===== src/firlt_pkg.sv =====
// shared types and constants of the loadable-tap fir filter
// no dependencies; used by the channel interfaces and the top level
package firlt_pkg;

  // width of the coefficient position field of an input item
  localparam int unsigned TAP_INDEX_W = 6;

  // what an input item asks for
  typedef enum logic [0:0] {
    CMD_LOAD = 1'b0,
    CMD_PUSH = 1'b1
  } firlt_cmd_e;

endpackage


===== src/firlt_if.sv =====
// valid/ready channel interfaces of the loadable-tap fir filter
// depends on firlt_pkg
interface firlt_in_if
  import firlt_pkg::*;
#(
  parameter int unsigned SAMPLE_BITS = 16
);
  logic                          valid;
  logic                          ready;
  firlt_cmd_e                    command;
  logic [TAP_INDEX_W-1:0]        tap_index;
  logic signed [SAMPLE_BITS-1:0] value;

  modport source (output valid, output command, output tap_index, output value, input ready);
  modport sink   (input valid, input command, input tap_index, input value, output ready);
endinterface

interface firlt_out_if #(
  parameter int unsigned SAMPLE_BITS = 16
);
  logic                          valid;
  logic                          ready;
  logic signed [SAMPLE_BITS-1:0] filtered_sample;
  logic                          saturated;

  modport source (output valid, output filtered_sample, output saturated, input ready);
  modport sink   (input valid, input filtered_sample, input saturated, output ready);
endinterface


===== src/fir_filter_loadable_taps_top.sv =====
// direct-form fir filter with loadable taps, one shared multiply-accumulate
// depends on firlt_pkg and the channel interfaces in firlt_if.sv

// A load item (command CMD_LOAD) writes one tap into the coefficient memory
// and gives no result; a tap_index at or beyond TAPS is dropped.
// A push item (command CMD_PUSH) writes the sample into the circular delay-line
// memory and then walks all TAPS taps through one multiplier, newest sample
// against tap 0, so a push occupies the block through the accept cycle, the tap
// reads, the drain of the read / multiply / accumulate pipeline, the rounding
// step and the clipping step that writes the output register. Input ready
// is high only while no push is in progress. The sum is exact, rounded half up
// to Q1.(SAMPLE_BITS-1) and saturated, with saturated set when it clipped. The
// result sits in an output register, so the next item is taken while it waits;
// a push that finishes while the previous result is still untaken holds in its
// clipping cycle. The delay line reads as zero after reset through per-entry
// valid bits; every tap must be loaded before the first push.
module fir_filter_loadable_taps_top
  import firlt_pkg::*;
#(
  parameter int unsigned TAPS        = 64,
  parameter int unsigned SAMPLE_BITS = 16
) (
  input  logic                clk_i,
  input  logic                rst_ni,
  firlt_in_if.sink            sample_i,
  firlt_out_if.source         result_o
);

  localparam int unsigned IDX_W  = $clog2(TAPS);
  localparam int unsigned PROD_W = 2 * SAMPLE_BITS;
  localparam int unsigned ACC_W  = PROD_W + IDX_W;
  localparam int unsigned RND_W  = ACC_W + 1;
  localparam int unsigned FRAC   = SAMPLE_BITS - 1;

  localparam logic [IDX_W-1:0] LAST_IDX = IDX_W'(TAPS - 1);
  localparam logic signed [RND_W-1:0] HALF    = RND_W'(1) <<< (FRAC - 1);
  localparam logic signed [RND_W-1:0] OUT_MAX = (RND_W'(1) <<< FRAC) - RND_W'(1);
  localparam logic signed [RND_W-1:0] OUT_MIN = -(RND_W'(1) <<< FRAC);

  // sequencer states, one-hot
  typedef enum logic [4:0] {
    ST_IDLE  = 5'b00001,
    ST_ISSUE = 5'b00010,
    ST_DRAIN = 5'b00100,
    ST_ROUND = 5'b01000,
    ST_CLIP  = 5'b10000
  } state_e;

  state_e state_q, state_d;

  // storage
  logic signed [SAMPLE_BITS-1:0] coef_mem [TAPS];
  logic signed [SAMPLE_BITS-1:0] dly_mem  [TAPS];
  logic [TAPS-1:0]               dly_vld_q;   // entry written since reset

  // control registers
  logic [IDX_W-1:0] newest_q, newest_nxt;     // slot of the newest sample
  logic [IDX_W-1:0] tap_q;                    // tap being read
  logic [IDX_W-1:0] rp_q;                     // delay slot being read
  logic             rd_vld_q, prod_vld_q;

  // datapath registers
  logic signed [SAMPLE_BITS-1:0] coef_rd_q, dly_rd_q;
  logic                          dly_rv_q;
  logic signed [PROD_W-1:0]      prod_q;
  logic signed [ACC_W-1:0]       acc_q;
  logic signed [RND_W-1:0]       rnd_q;

  // output register
  logic                          out_vld_q;
  logic signed [SAMPLE_BITS-1:0] out_smp_q;
  logic                          out_sat_q;

  logic                     in_fire, push_fire, load_fire, load_ok;
  logic [31:0]              tap_ext;
  logic                     out_free;
  logic signed [SAMPLE_BITS-1:0] dly_op;
  logic signed [PROD_W-1:0] prod_d;
  logic signed [RND_W-1:0]  shf;
  logic signed [SAMPLE_BITS-1:0] clip_smp;
  logic                     clip_sat;

  assign sample_i.ready = (state_q == ST_IDLE);
  assign in_fire   = sample_i.valid && sample_i.ready;
  assign push_fire = in_fire && (sample_i.command == CMD_PUSH);
  assign load_fire = in_fire && (sample_i.command == CMD_LOAD);

  // loads past the last tap are dropped
  assign tap_ext = 32'(sample_i.tap_index);
  assign load_ok = load_fire && (tap_ext < TAPS);

  assign newest_nxt = (newest_q == LAST_IDX) ? '0 : newest_q + 1'b1;

  // output slot can take a result this cycle
  assign out_free = !out_vld_q || result_o.ready;

  // sequencer
  always_comb begin
    state_d = state_q;
    unique case (state_q)
      ST_IDLE:  if (push_fire) state_d = ST_ISSUE;
      ST_ISSUE: if (tap_q == LAST_IDX) state_d = ST_DRAIN;
      ST_DRAIN: if (!rd_vld_q && !prod_vld_q) state_d = ST_ROUND;
      ST_ROUND: state_d = ST_CLIP;
      ST_CLIP:  if (out_free) state_d = ST_IDLE;
      default:  state_d = ST_IDLE;
    endcase
  end

  always_ff @(posedge clk_i or negedge rst_ni) begin
    if (!rst_ni) begin
      state_q    <= ST_IDLE;
      newest_q   <= '0;
      tap_q      <= '0;
      rp_q       <= '0;
      rd_vld_q   <= 1'b0;
      prod_vld_q <= 1'b0;
      dly_vld_q  <= '0;
      out_vld_q  <= 1'b0;
    end else begin
      state_q    <= state_d;
      rd_vld_q   <= (state_q == ST_ISSUE);
      prod_vld_q <= rd_vld_q;
      if (push_fire) begin
        newest_q              <= newest_nxt;
        rp_q                  <= newest_nxt;
        tap_q                 <= '0;
        dly_vld_q[newest_nxt] <= 1'b1;
      end else if (state_q == ST_ISSUE) begin
        tap_q <= tap_q + 1'b1;
        // walk back from the newest sample, wrapping at slot zero
        rp_q  <= (rp_q == '0) ? LAST_IDX : rp_q - 1'b1;
      end
      if (state_q == ST_CLIP && out_free) begin
        out_vld_q <= 1'b1;
      end else if (result_o.ready) begin
        out_vld_q <= 1'b0;
      end
    end
  end

  // coefficient memory: written by loads, read once per tap
  always_ff @(posedge clk_i) begin
    if (load_ok) begin
      coef_mem[tap_ext[IDX_W-1:0]] <= sample_i.value;
    end
    coef_rd_q <= coef_mem[tap_q];
  end

  // delay-line memory: the write happens in the accept cycle, reads start in the
  // next cycle, so the new sample is already visible at tap 0
  always_ff @(posedge clk_i) begin
    if (push_fire) begin
      dly_mem[newest_nxt] <= sample_i.value;
    end
    dly_rd_q <= dly_mem[rp_q];
    dly_rv_q <= dly_vld_q[rp_q];
  end

  // multiply, then accumulate
  assign dly_op = dly_rv_q ? dly_rd_q : '0;
  assign prod_d = coef_rd_q * dly_op;

  always_ff @(posedge clk_i) begin
    prod_q <= prod_d;
    if (push_fire) begin
      acc_q <= '0;
    end else if (prod_vld_q) begin
      acc_q <= acc_q + ACC_W'(prod_q);
    end
    if (state_q == ST_ROUND) begin
      rnd_q <= RND_W'(acc_q) + HALF;
    end
  end

  // drop the fraction bits (floor) and clip
  assign shf = rnd_q >>> FRAC;

  always_comb begin
    clip_sat = 1'b0;
    clip_smp = shf[SAMPLE_BITS-1:0];
    if (shf > OUT_MAX) begin
      clip_sat = 1'b1;
      clip_smp = OUT_MAX[SAMPLE_BITS-1:0];
    end else if (shf < OUT_MIN) begin
      clip_sat = 1'b1;
      clip_smp = OUT_MIN[SAMPLE_BITS-1:0];
    end
  end

  always_ff @(posedge clk_i) begin
    if (state_q == ST_CLIP && out_free) begin
      out_smp_q <= clip_smp;
      out_sat_q <= clip_sat;
    end
  end

  assign result_o.valid           = out_vld_q;
  assign result_o.filtered_sample = out_smp_q;
  assign result_o.saturated       = out_sat_q;

  // a push always starts the tap walk
  a_push_starts: assert property (@(posedge clk_i) disable iff (!rst_ni)
    push_fire |=> (state_q == ST_ISSUE))
    else $error("push did not start the tap walk");

  // the multiply pipeline is empty whenever a new item can be taken
  a_idle_drained: assert property (@(posedge clk_i) disable iff (!rst_ni)
    (state_q == ST_IDLE) |-> (!rd_vld_q && !prod_vld_q))
    else $error("pipeline busy while idle");

  // a clipped result sits at one end of the range
  a_sat_at_rail: assert property (@(posedge clk_i) disable iff (!rst_ni)
    (result_o.valid && result_o.saturated) |->
      ((result_o.filtered_sample == OUT_MAX[SAMPLE_BITS-1:0]) ||
       (result_o.filtered_sample == OUT_MIN[SAMPLE_BITS-1:0])))
    else $error("saturated flag without a clipped value");

endmodule


===== src/flat_wrapper.sv =====
// flat-port wrapper written by rule: the top's interface ports become plain ports
module fir_filter_loadable_taps_top_flat import firlt_pkg::*;
#(
  parameter int unsigned TAPS        = 64,
  parameter int unsigned SAMPLE_BITS = 16
)
  (clk_i, rst_ni, sample_i_valid, sample_i_command, sample_i_tap_index, sample_i_value, sample_i_ready, result_o_valid, result_o_filtered_sample, result_o_saturated, result_o_ready);
  firlt_in_if #(.SAMPLE_BITS(SAMPLE_BITS)) sample_i_i ();
  firlt_out_if #(.SAMPLE_BITS(SAMPLE_BITS)) result_o_i ();
  input  logic clk_i;
  input  logic rst_ni;
  input wire logic [$bits(sample_i_i.valid)-1:0] sample_i_valid;
  input wire logic [$bits(sample_i_i.command)-1:0] sample_i_command;
  input wire logic [$bits(sample_i_i.tap_index)-1:0] sample_i_tap_index;
  input wire logic [$bits(sample_i_i.value)-1:0] sample_i_value;
  output wire logic [$bits(sample_i_i.ready)-1:0] sample_i_ready;
  output wire logic [$bits(result_o_i.valid)-1:0] result_o_valid;
  output wire logic [$bits(result_o_i.filtered_sample)-1:0] result_o_filtered_sample;
  output wire logic [$bits(result_o_i.saturated)-1:0] result_o_saturated;
  input wire logic [$bits(result_o_i.ready)-1:0] result_o_ready;
  assign sample_i_i.valid = sample_i_valid;
  assign sample_i_i.command = sample_i_command;
  assign sample_i_i.tap_index = sample_i_tap_index;
  assign sample_i_i.value = sample_i_value;
  assign sample_i_ready = sample_i_i.ready;
  assign result_o_valid = result_o_i.valid;
  assign result_o_filtered_sample = result_o_i.filtered_sample;
  assign result_o_saturated = result_o_i.saturated;
  assign result_o_i.ready = result_o_ready;
  fir_filter_loadable_taps_top #(.TAPS(TAPS), .SAMPLE_BITS(SAMPLE_BITS)) u_core (.clk_i(clk_i), .rst_ni(rst_ni), .sample_i(sample_i_i), .result_o(result_o_i));
endmodule

===== config.mk =====
export PLATFORM = sky130hd
export DESIGN_NAME = fir_filter_loadable_taps_top_flat
export DESIGN_NICKNAME = d
export VERILOG_FILES = /design/src/firlt_pkg.sv /design/src/firlt_if.sv /design/src/fir_filter_loadable_taps_top.sv /design/src/flat_wrapper.sv
export SDC_FILE = /design/constraint.sdc
export NUM_CORES = 2
export LEC_CHECK = 0
export ABC_AREA = 1
export BUFFER_PORTS_ARGS = -buffer_cell sky130_fd_sc_hd__buf_4
export CORE_UTILIZATION = 60
export DETAILED_ROUTE_END_ITERATION = 7
export MAX_ROUTING_LAYER = met4
export PLACE_DENSITY = 0.88
export SYNTH_ARGS = -nofsm -noshare
export SYNTH_HDL_FRONTEND = slang
export SYNTH_SLANG_ARGS = --single-unit

===== constraint.sdc =====
create_clock -name clk_i -period 18.3 [get_ports clk_i]
set_input_delay 1.83 -clock clk_i [delete_from_list [all_inputs] [get_ports clk_i]]
set_output_delay 1.83 -clock clk_i [all_outputs]
set_load 0.02 [all_outputs]

==> flow_summary.yaml <==
cts:
  ctsResizeCount: 0
  clockRootBuffer: "clkbuf_16"
  numCtsBuffers: 208
  cts.sinks: 2282
  cts_tree: "yes"
  postCtsSetupRepairBufs: 0
  clock_latency_ns: 0.91
  htreeDepth: 4
  cts.clk_slew.worst_paths_ns: 0.07
  cts_hold_buf: 0
  cts.path.max_buffers: 3
flow_run:
  maxCapViolCount: 0
sta:
  maxSlewViolCount: 0
  min_period_ns: 6.79
  skew_ns: 0.0847
  rsz0062_at_grt: "false"
  max_freq_mhz: 147
  slew_headroom: 0.130
  worstMarginPinSlew_ns: 1.30
  setup_viol: 0
  setup_tns_ns: 0
  final.period_utilization: 0.371
  hold_viol: 0
critical_path:
  crit_type: "flop to flop"
  r2r_slack_ns: 11.51
  worst_ep_arrival_time_ns: 7.60
  max_stage_delay_ns: 0.79
  crit_slowest_cell: "fa_1"
  startpoint_type: "flop"
  worstPathRequired_ns: 19.11
  crit_chain: "nand2_1 -> nor2_1 -> inv_1 -> fa_1 -> inv_1 -> fa_1 -> fa_1 -> fa_1 -> fa_1 -> inv_1 -> fa_1 -> inv_1 -> ha_1 -> nand2_1 -> nor4_1 -> nand4_1 -> nand3_1 -> nand2_1 -> nand2_1 -> xor2_1"
  cpMostUsedCell: "fa_1"
  path_max_fanout: 16
  cp-end-kind: "flop"
synth:
  synth-seq-cells: 2282
  yosysWarnings: 0
  synthTopCellsByArea: "edfxtp_1 62%, o21ai_0 5.8%, nor2_1 5.6%, fa_1 5.2%, nand2_1 2.8%"
  seq_area_frac_synth: 0.660
  synth_edf_count: 2089
  yosys.area.top_type: "edfxtp_1"
  syn_inst: 8550
  syn-num-nets: 8964
  synth_top_cell_area_share: 0.618
  synth_ff_type: "edfxtp_1"
  synthDistinctLibCells: 55
  netlist_area_um2: 102000
  async_flop_share: 0.0394
  syn_avg_cell_area_um2: 11.9
routing:
  viasPerCell: 6.73
  routedWlPerCell_um: 26.8
  drtPass1Iterations: 8
  ant_nets: 0
  wirelength_mm: 291
  num_vias: 73172
  drcViolationCount: 11
  drt_iter0_drc: 13044
finish:
  final_cell_mix: "2,089 x edfxtp_1, 1,497 x nor2_1, 1,179 x o21ai_0"
  layout.nets: 8889
  multi_input_area_um2: 30200
  syn2layout_area_growth_pct: 9.17
  mostFrequentLayoutCell: "edfxtp_1"
  drive_gt1_frac: 0.0720
  fin_cells: 10870
  final-seq-area_um2: 67100
  nFillCells: 10821
outcome:
  status: "finished, violations left"
  violations: "DRC"
grt:
  track_usage: 0.348
  grt_pass1_vias: 72073
  grt_max_degree: 216
  grt_pass1_wl_mm: 431
  antenna_found_initial: 9
  grt.overflow.total: 0
die:
  rows: 150
  die_x_um: 413
  coreArea_um2: 168000
  die_h_um: 413
  ios: 46
  design.die.area_um2: 171000
  initial_core_util: 0.606
placement:
  port_buffers: 45
  gp_congestion: 0.940
  hpwl_mm: 167
  place_inst: 10469
worst_hold_path:
  hold_class: "flop to flop"
## path summary, 6_finish.rpt
path | startpoint | end | cells past startpoint
hold / removal | u_core.rd_vld_q | u_core.prod_vld_q | 0
setup / recovery | u_core.dly_rv_q | u_core.prod_q[27] | 20
max in group asynchronous | rst_ni | u_core.rp_q[2] | 2
hold reg to reg | u_core.rd_vld_q | u_core.prod_vld_q | 0
setup reg to reg | u_core.dly_rv_q | u_core.prod_q[27] | 20
min in group asynchronous | rst_ni | u_core.dly_vld_q[29] | 1
## critical path, delay by kind of cell, from the launching register on
family        cells  cell delay [ns]
fa+ha+maj         7             3.71
simple gates      8             1.93
buf+inv           4             0.27
xor+xnor          1             0.14
flops             1             0.68
## Yosys cell counts (29+ instances only)
cell	count
o211ai_1	96
fa_1	263
o21ai_0	1179
inv_1	550
a21oi_1	157
clkbuf_1	276
o221ai_1	168
dfrtp_1	89
nand4_1	58
ha_1	124
or2_1	40
o22ai_1	308
buf_2	178
dfxtp_1	103
nor2_1	1506
nor2_2	29
edfxtp_1	2089
xor2_1	56
nand2_1	758
nand3_1	297
## cell type report
type / count / share of cell area
Multi-Input combinational cell: 5200 / 0.272
Clock buffer: 270 / 0.0502
Tap cell: 2204 / 0.0249
Sequential cell: 2282 / 0.605
Clock inverter: 121 / 0.0130
Inverter: 570 / 0.0197
Timing Repair Buffer: 213 / 0.0150
Antenna cell: 10 / 0.000226
## registers in the layout, indices dropped and copies added (netlist names), 16 cells and up
register and count:
u_core.acc_q 38, u_core.coef_mem 1024, u_core.coef_rd_q 16, u_core.dly_mem 1024
u_core.dly_rd_q 16, u_core.dly_vld_q 64, u_core.prod_q 32, u_core.result_o.filtered_sample 16
u_core.rnd_q 24
## layer usage
| metal | vias up | track usage | part of all wire |
|---|---|---|---|
| met1 | 34722 | 0.419 | 0.33 |
| met4 | 0 | 0.221 | 0.078 |
| met2 | 6720 | 0.530 | 0.46 |
| met3 | 1536 | 0.0821 | 0.13 |
| li1 | 30194 | - | - |
| met5 | - | - | 0 |
## cell families (layout without fill, tap and decap cells)
kind of cell | Yosys count | after routing | share of synthesized area
compound gates | 1985 | 1985 | 0.111
xor+xnor | 75 | 75 | 0.00647
fa+ha+maj | 387 | 387 | 0.0671
buf+inv | 1068 | 1174 | 0.0432
flops | 2282 | 2282 | 0.660
other cells | 0 | 10 | 0
simple gates | 2753 | 2753 | 0.112
## stage by stage
step	utilization	instance area (µm²)	worst slack [ns]	hold WS [ns]
6_report	0.662	111000	11.51	0.390
4_1_cts	0.661	111000	11.53	0.401
3_3_place_gp	0.620	104000	11.59	0.362
5_1_grt	0.662	111000	10.98	0.404
2_1_floorplan	-	102000	12.41	0.349
3_5_place_dp	0.620	104000	11.53	0.372
Power is left out: the tool's default activity adds up to more than one toggle a clock period on the data nets, which glitch-free logic cannot reach.
